[src/rtl/ilid_pkg.sv]
`default_nettype none

package ilid_pkg;

  localparam int POS_W      = 10;
  localparam int DATA_W     = 32;
  localparam int FILL_W     = 11;
  localparam int TREE_FANIN = 8;

  typedef enum logic [2:0] {
    OP_CLEAR  = 3'd0,
    OP_APPEND = 3'd1,
    OP_INSERT = 3'd2,
    OP_DELETE = 3'd3,
    OP_READ   = 3'd4
  } opcode_t;

  typedef enum logic [1:0] {
    ST_OK     = 2'd0,
    ST_BADIDX = 2'd1,
    ST_FULL   = 2'd2
  } status_t;

  typedef struct packed {
    logic [2:0]               opcode;
    logic [POS_W-1:0]         position;
    logic signed [DATA_W-1:0] value;
  } in_t;

  typedef struct packed {
    status_t                  status;
    logic signed [DATA_W-1:0] read_value;
    logic [FILL_W-1:0]        fill_count;
  } out_t;

  // Broadcast to every cell; at most one bit is set in a cycle.
  typedef struct packed {
    logic app;
    logic ins;
    logic del;
  } cell_cmd_t;

  // Number of registered levels in the read-out tree for n leaves.
  function automatic int tree_levels(int n);
    int lv;
    int span;
    lv   = 1;
    span = TREE_FANIN;
    while (span < n) begin
      lv   = lv + 1;
      span = span * TREE_FANIN;
    end
    return lv;
  endfunction

endpackage

`default_nettype wire

[src/rtl/ilid_cell.sv]
`default_nettype none

module ilid_cell #(
  parameter int IDX = 0,
  parameter int PW  = 10,
  parameter int CW  = 11
) (
  input  wire logic                                 clk,
  input  wire ilid_pkg::cell_cmd_t                  cmd_i,
  input  wire logic [PW-1:0]                        pos_i,
  input  wire logic [CW-1:0]                        cnt_i,
  input  wire logic [PW-1:0]                        rd_pos_i,
  input  wire logic signed [ilid_pkg::DATA_W-1:0]   val_i,
  input  wire logic signed [ilid_pkg::DATA_W-1:0]   left_i,
  input  wire logic signed [ilid_pkg::DATA_W-1:0]   right_i,
  output logic signed [ilid_pkg::DATA_W-1:0]        data_o,
  output logic [ilid_pkg::DATA_W-1:0]               rd_o
);

  localparam logic [PW-1:0] MY_POS = PW'(IDX);
  localparam logic [CW-1:0] MY_CNT = CW'(IDX);

  logic signed [ilid_pkg::DATA_W-1:0] data_r;
  logic signed [ilid_pkg::DATA_W-1:0] data_nxt;

  // An insert takes from the left neighbour, a delete from the right one.
  always_comb begin
    priority if (cmd_i.app && (cnt_i == MY_CNT)) begin
      data_nxt = val_i;
    end else if (cmd_i.ins && (pos_i == MY_POS)) begin
      data_nxt = val_i;
    end else if (cmd_i.ins && (pos_i < MY_POS)) begin
      data_nxt = left_i;
    end else if (cmd_i.del && (pos_i <= MY_POS)) begin
      data_nxt = right_i;
    end else begin
      data_nxt = data_r;
    end
  end

  always_ff @(posedge clk) begin
    data_r <= data_nxt;
  end

  assign data_o = data_r;
  assign rd_o   = (rd_pos_i == MY_POS) ? data_r : '0;

endmodule

`default_nettype wire

[config.mk]
export PLATFORM = sky130hd
export DESIGN_NAME = ilid_cell
export DESIGN_NICKNAME = d
export VERILOG_FILES = /design/src/rtl/ilid_pkg.sv /design/src/rtl/ilid_cell.sv
export SDC_FILE = /design/constraint.sdc
export NUM_CORES = 1
export LEC_CHECK = 0
export BUFFER_PORTS_ARGS = -buffer_cell sky130_fd_sc_hd__buf_2
export CAP_MARGIN = 10
export CORE_AREA = 2 2 75 77
export DETAILED_ROUTE_END_ITERATION = 10
export DIE_AREA = 0 0 77 79
export HOLD_SLACK_MARGIN = 0.12
export PLACE_DENSITY = 0.79
export REMOVE_ABC_BUFFERS = 1
export SLEW_MARGIN = 25
export SYNTH_ARGS = -nofsm -noshare
export SYNTH_HDL_FRONTEND = slang
export SYNTH_SLANG_ARGS = --single-unit
[constraint.sdc]
create_clock -name clk -period 5.6 [get_ports clk]
set_input_delay 1.12 -clock clk [delete_from_list [all_inputs] [get_ports clk]]
set_output_delay 1.12 -clock clk [all_outputs]
set_load 0.05 [all_outputs]
; ---- Word-level counts from Yosys, hierarchy flattened
; Cells that the tools add are included.
[word_totals]
regBits = 32
latchBits = 0
ramBits = 0
mem_bits_ro = 0
input_bits = 131
output_inout_bits = 64
wordCells = 16
mem_count = 0
[op_classes]
add_sub_neg = 0
n_mul = 0
n_div = 0
order_cmp = 2
n_eq_ne = 0
shift = 0
n_mux = 5
n_bitwise = 0
n_reduce_logical = 8
[op_table]
columns = op, count
row1 = $mux 32, 5
row2 = $logic_not 10->1, 2
row3 = $logic_not 11->1, 1
row4 = $le 10x1->1 const B, 1
row5 = $lt 10x1->1 const B, 1
row6 = $logic_and 1x1->1, 4
row7 = $reduce_bool 4->1, 1

; ---- Logic depth before layout (Yosys ltp)
; Gate-level depths: netlist of the first run.
[logic_depth]
depth_word = 6
ltp_mapped = 5
mapped_depth_nobuf = 4

; ---- Worst setup path after synthesis of the first run
; OpenSTA, ideal clock, no wires.
[synth_path]
path_kind = in2out
startpoint = input port rd_pos_i[5]
endpoint = output port rd_o[5] (netlist name)
t_arrival_ns = 2.555
t_required_ns = 4.480
setup_slack_ns = 1.925
path_stages = 4
cell_sequence = or4_4 -> nor4_4 -> clkbuf_2 -> and2_1
[synth_via]
elab_chain_len = 2
[synth_rtl]
columns = element, line
row1 = "start, declared", ilid_cell.sv:12  ; input wire logic [PW-1:0] rd_pos_i,
row2 = $logic_not 10->1, ilid_cell.sv:46  ; assign rd_o = (rd_pos_i == MY_POS) ? data_r : '0;
row3 = $mux 32, ilid_cell.sv:46
row4 = "end, declared", ilid_cell.sv:17  ; output logic [ilid_pkg::DATA_W-1:0] rd_o
; Every way passes these cells.

; ---- Worst setup path in the final report of the first run
[layout_path]
startpoint = input port rd_pos_i[5]
endpoint = output port rd_o[16] (netlist name)
; Same word-level chain as after synthesis.

==> flow_results.org, run 1 <==
** Status
- The flow ran to the end, and the final reports show no timing, DRC or antenna violations.

** Placement
- Input and output buffers added on the ports amount to ~160.
- Total placed instance area :: ~2600 sq um
- Gp weighted congestion :: ~0.8

** CTS
- In this run, post-CTS hold repair placed 0 buffers.
- Maximum level of the CTS H-tree :: 2
- PostCTS Resize Cnt :: 0
- In this run the post-CTS setup repair buffer count came out at 0.
- Root Driver :: sky130_fd_sc_hd__clkbuf_8
- Max clock buf depth :: 2
- Clock tree from TritonCTS :: done
- Clock-pin slew was measured on the worst setup and hold paths at about 0.070 ns.
- Num Clock Sinks :: 32
- Number of CTS-inserted buffers :: 5

** Min path
- In this run the worst hold path is classified as input pin to flop.
- Startpoint of the most critical hold path :: right_i[17]

** Worst setup path
- Worst-path cell chain :: buf_2 -> or4_4 -> nor4_4 -> buf_4 -> and2_2 -> buf_2
- Worst-path maximum fanout :: 32
- At the worst endpoint, the arrival time is between 2 and 3 ns.
- Most used cell along the critical path :: sky130_fd_sc_hd__buf_2
- The slowest stage of the critical path is the sky130_fd_sc_hd__or4_4 cell.
- For this run, the slowest stage of the critical path takes about 0.53 ns.
- Crit path launch type :: input pin
- Setup Crit Path Kind :: input pin to primary output
- Source of the critical timing path :: rd_pos_i[5]
- At the worst endpoint, the required time is ~4.5 ns.
- Capturing element type of the critical path :: primary output

** Power and ir drop
- Total leakage power :: between 1 and 1.5 nW
- Worst voltage drop across the vdd grid :: around 0.00012 V
- Power density of the placed cells :: 192.8 nW/um^2

** Layout
- Post-route cell area :: between 2000 and 3000 sq um
- Max FFs per register :: 32
- Relative to the synthesized area, the layout overhead comes to 58.90%.
- Of the cells placed in the final design, the portion with a size suffix greater than 1 is between 80% and 90%.
- The number of antenna diodes in the final layout is 0.
- Total Nets Final :: 413

** Timing
- Max Clk Rate :: about 0.26 GHz
- Min Tclk post-route :: approximately 3.8 ns
- Setup violations remaining at the end of the flow were counted as 0.
- For the final routed database, the setup TNS stands at 0 ns.
- Transition time of the tightest slew-check pin :: between 0.5 and 0.6 ns
- Headroom to the max-slew limit :: between 60% and 70%
- Final hold violation count :: 0
- The number of pins exceeding their max-slew limit in the final report is 0.
- Final-layout worst hold slack :: between 1 and 1.5 ns
- Period Utilization, post-route :: roughly two thirds
- Setup repair after global routing left no endpoint under its margin.

** Yosys
- Syn Std Cell Area :: 1714 sq um
- The synthesized netlist devotes 0% of its cell area to XOR and XNOR gates.
- Adder-cell share of the synthesized area :: 0%
- After synthesis, the share of cell area in mux cells is between 20% and 30%.
- By area, the combinational part of the netlist is dominated by multiplexers.
- YS warnings :: 0
- Averaged over all synthesized cells, the footprint is around 15 sq um.
- The synthesized netlist devotes under 10% of its cell area to compound gates.
- The synthesized netlist devotes about a fifth of its cell area to simple gates.
- Number of register bits inferred by synthesis :: 32
- Yosys mapped the design onto 16 distinct sky130hd cell types.
- After synthesis, flip-flops and latches occupy 56.06% of the total area.
- Cells after Synth :: roughly 120

** Global route
- Summed over all layers, the global routing overflow is 0.
- Wire length of the first global-routing pass :: between 7 and 8 mm
- Total GRT Usage :: between 10% and 20%
- Antenna violations before repair :: 0
- Maximum number of pins on one net before global-route repair :: 34
- The number of global-route vias before repair was about 1600.

** Route
- For this block, the initial DRC count from the detailed router was 49.
- Dividing the detail-routed wire length by the instance count gives between 10 and 15 um.
- The first TritonRoute pass finished after 4 iterations.
- Post-route DRC violation count :: 0
- The final layout contains routed wiring with a total length of roughly 4.7 mm.
- Once detail routing completed, the nets flagged for antenna violations numbered 0.
- The detailed router placed between 1500 and 2000 vias in this run.
- After detailed routing, the number of vias per cell comes to 4.459.

** Die
- Ports placed on the boundary :: 195
- The initial utilization of the core area, before any placement, comes to about 32%.
- The die covers slightly above 6000 sq um.
- Standard cell core area :: roughly 5300 sq um
- Row generation in the floorplan step produced 27 rows.
- Die X :: 77 um
- The die is 79 um tall.

** Run
- Max_cap viols :: 0
[layout make-up]
class	count	area (sq um)
clock inverters	2	35.03
flip-flops and latches	32	960.9
well taps	72	90.09
fillers	511	2614
repair buffers	165	853.3
multi-input cells	78	711.9
clock buffers	6	72.57
[worst max-delay path, delay by kind of cell]
kind	cells	cell delay [ns]
buffers and inverters	3	0.65
AND/OR/NAND/NOR	3	0.92
[placed cells by master (no fill, tap or decap), drive strengths merged]
cell / instances
mux2: 32
nand2: 2
and2: 32
nor2: 1
a41o: 1
clkinv: 1
or4: 2
nand3: 1
nor4: 5
o21ai: 1
nor4b: 1
bufinv: 1
clkbuf: 6
edfxtp: 32
buf: 165
[cells by family (layout without fill, tap and decap cells)]
kind of cell           after synthesis  count (layout)
buffers and inverters                6             173
and+or+nand+nor                     44              44
DFF                                 32              32
AOI/OAI and AO/OA                    2               2
muxes                               32              32
[report_power, final]
group | switching [mW] | leakage, nW | internal (mW)
Clock | 0.0798 | 0.0552 | 0.132
Sequential | 0.000140 | 0.288 | 0.264
Combinational | 0.0159 | 0.973 | 0.0337
[synth_stat cells, drive strengths merged]
library cell / count / area [sq um]
nand3: 1 / 5.000
nand2: 2 / 7.510
o21ai: 1 / 8.760
nor2: 1 / 3.750
edfxtp: 32 / 960.9
nor4b: 1 / 8.760
buf: 3 / 33.78
a41o: 1 / 10.01
mux2: 32 / 360.4
and2: 32 / 235.2
clkbuf: 3 / 15.01
nor4: 5 / 46.29
or4: 2 / 18.77
[final timing paths]
path,cells after the start,slack [ns],endpoint
worst min-delay path,2,1.14,data_o[17]
worst max-delay path,6,1.77,rd_o[16]
[layer usage]
layer,wire [um],global-route usage (%),vias to the layer above
met3,441,5.341,10
met5,0,0,-
met4,68,5.000,0
li1,-,-,758
met2,2515,28.86,94
met1,1648,14.68,721
[per-stage QoR]
step                      std cells  util (%)  worst slack, ns  total power, mW
after floorplan                 110         -            1.685           0.2833
after global placement          346     48.50            1.775           0.3169
after detailed placement        346     48.50            1.759           0.3188
after CTS                       354     50.52            1.759           0.5338
after global routing            355     51.03            1.681           0.5493
final                           355     51.03            1.770           0.5251
No activity file was read; power rests on OpenSTA's default activity.
==> run 2: changes to the inputs <==
- CORE_AREA: 2 2 75 77 -> unset
- CORE_MARGIN: unset -> 2
- CORE_UTILIZATION: unset -> 31
- DIE_AREA: 0 0 77 79 -> unset
- clock period: 5.6 -> 3.4 ns (I/O delays scaled with it)
==> run 2 against run 1 <==
Clock power is 25% higher. Setup slack got worse by 1.4 ns. Via count is 0.88% lower. First-iteration DRC count shrank 53%. Count of clock-buffer cells in the layout decreased by 1. Utilization is 1.6 points lower. Sequential power up 65%. Critical path type unchanged.
==> flow_results.org, run 2 (synthesis results as in run 1) <==
** Global route
- The wire length of the first global-routing pass is 6.548 mm (-7.9%).
- The total global-route track usage is 13.63% (-1.3 points).
- Via count of the first global-routing pass :: 1489 (-7.5%)
- The largest net degree at the start of global routing was 33 (-2.9%).
- The number of antenna violations at the first check in global routing is 0 (unchanged).
- The overflow left after global routing was 0 (unchanged).

** Die
- The die extent in x came to 78.36 um (+1.8%).
- Standard cell core area :: 5439 sq um (+1.9%)
- Ports placed on the boundary :: 195 (unchanged)
- The die area is 6140 sq um (+0.94%).
- Die span in y :: 78.36 um (-0.81%)
- The starting utilization of the core area was 31.52% (-0.60 points).
- The floorplan row count was 27 (unchanged).

** Timing
- Based on the critical path, the design can be clocked at up to between 0.3 and 0.4 GHz.
- The number of pins exceeding their max-slew limit in the final report was 0 (unchanged).
- Period Utilization, post-route :: 87.84%
- The count of final hold-check violations came to 0 (unchanged).
- PnR worst setup slack :: 0.4134 ns (-1.356 ns)
- The total negative setup slack was 0 ns (unchanged).
- Headroom to the max-slew limit :: 72.64% (+10 points)
- Number of setup violations in the final report :: 0 (unchanged)
- After layout, the minimum clock period comes to 2.987 ns.
- Setup repair after global routing left no endpoint under its margin.
- The actual slew at the worst max-slew pin was 0.4104 ns (-0.1497 ns).

** CTS
- Number of CTS-inserted buffers :: 5 (unchanged)
- Max clock buf depth :: 2 (unchanged)
- The number of levels the H-tree was split into is 2 (unchanged).
- Number of hold buffers added after CTS :: 0 (unchanged)
- TritonCTS built the clock tree.
- The clock slew at the register clock pins of the worst setup and hold paths was 0.06 ns (about the same).
- Root Driver :: sky130_fd_sc_hd__clkbuf_8
- The number of gates resized after CTS is 0 (unchanged).
- The number of sinks on the clock net came to 32 (unchanged).
- The number of buffers inserted by post-CTS setup repair is 0 (unchanged).

** Worst setup path
- The most critical setup path has its startpoint at rd_pos_i[5].
- Setup Crit Path Kind :: input pin to primary output
- The most critical setup path has its endpoint at rd_o[9].
- The required arrival time at the worst endpoint is 2.72 ns (-1.76 ns).
- The worst setup path is captured at a primary output.
- The largest driver fanout on the critical path is 32 (unchanged).
- The critical path arrival came to 2.31 ns (-0.40 ns).
- STA classifies the critical path startpoint as an input pin.

** Layout
- The flip-flop count of the largest register after layout came to 32 (unchanged).
- Compared with the post-synthesis result, the final layout area differs by 56.72%.
- The library cell used most frequently in the layout, excluding fill and tap cells, is sky130_fd_sc_hd__buf_2.
- The top cell types in the final layout, fill and taps aside, are 162 x sky130_fd_sc_hd__buf_2, 32 x sky130_fd_sc_hd__mux2_2, 32 x sky130_fd_sc_hd__edfxtp_1.
- Post-route cell area :: 2686 sq um (-1.4%)
- The final non-filler cell total was 356 (+0.28%).
- Fill cell total of the finished layout :: 492 (-3.7%)
- Fraction of final layout cells sized beyond drive strength 1 :: 83.10% (about the same)
- Total Nets Final :: 414 (+0.24%)
- The antenna diode instance count is 0 (unchanged).

** Route
- Detailed-route vias per instance :: 4.407 (-1.2%)
- Number of DRC violations after detailed-routing iteration 0 :: 23 (-53%)
- The count of nets left with antenna violations after detail routing is 0 (unchanged).
- Number of iterations in the first detailed-routing pass :: 4 (unchanged)
- Routed vias :: 1569 (-0.88%)
- The routed wire length is 4.216 mm (-9.8%).
- Post-detailed-route wirelength per cell :: 11.84 um (-10%)
- The residual DRC count was 0 (unchanged).

** Power and ir drop
- The power per cell area was 290.9 nW/um^2 (+51%).
- Worst voltage drop across the vdd grid :: 0.0001394 V (+13%)
- The total leakage power was 1.305 nW (-0.78%).
- The overall power after layout was 0.7813 mW (+49%).

** Run
- Max_cap viols :: 0 (unchanged)

** Placement
- Gp weighted congestion :: 0.7683 (-6.4%)
- Post-place setup slack :: 0.4171 ns (-1.342 ns)
- The total placed cells including tap cells was 348 (+0.58%).
- Post-detail-place hpwl :: ~3.4 mm
- Total placed instance area :: 2604 sq um (+0.58%)
- The number of port buffers is 162 (unchanged).

** Min path
- The min-delay analysis places its worst path in the category input pin to flop.

** Status
- The run finished with clean final reports.
[run 2: changes by cell type in the layout (fill, tap and decap cells not counted), sizes merged]
cell	delta
clkbuf	-1
clkinv	+2
bufinv	-1
buf	+1
[run 2: worst min path at each step]
stage                 from    endpoint  slack, ns  cells past startpoint
2_1_floorplan   right_i[0]   data_o[0]       0.90                      1
3_3_place_gp   right_i[30]  data_o[30]       0.98                      2
3_5_place_dp      val_i[3]   data_o[3]       0.99                      2
4_1_cts           val_i[3]   data_o[3]       0.69                      2
5_1_grt           val_i[1]   data_o[1]       0.69                      2
6_report        right_i[1]   data_o[1]       0.71                      2
[run 2: cell type report]
type / instances / area [sq um] / area share, %
clock buffers: 5 / 68.82 / 2.562
clock inverters: 3 / 13.76 / 0.5123
multi-input cells: 78 / 711.9 / 26.50
flip-flops and latches: 32 / 960.9 / 35.77
well taps: 72 / 90.09 / 3.354
repair buffers: 166 / 840.8 / 31.30
[run 2: report_power, final]
part           switching [mW]  internal [mW]
clock                   0.128          0.139
combinational          0.0251         0.0553
sequential           0.000230          0.434
total                   0.153          0.628
[run 2: critical path, stage by stage]
cell,delay (ns)
sky130_fd_sc_hd__buf_2,0.10
sky130_fd_sc_hd__or4_4,0.54
sky130_fd_sc_hd__nor4_4,0.21
sky130_fd_sc_hd__buf_4,0.31
sky130_fd_sc_hd__and2_2,0.18
sky130_fd_sc_hd__buf_2,0.26
[run 2: metal layers]
metal,vias to the layer above,global-route usage (%),share of wire [%]
met5,-,0,0
met4,0,4.211,0.88
met3,4,4.138,8.2
met2,83,26.21,53
met1,721,14.01,38
li1,761,-,-
[run 2: per-stage QoR]
step                hold WS (ns)  util [%]
detailed placement        0.9852     47.87
CTS                       0.6909     49.39
finish                    0.7063     49.39
floorplan                 0.9000         -
global route              0.6899     49.39
global placement          0.9810     47.87
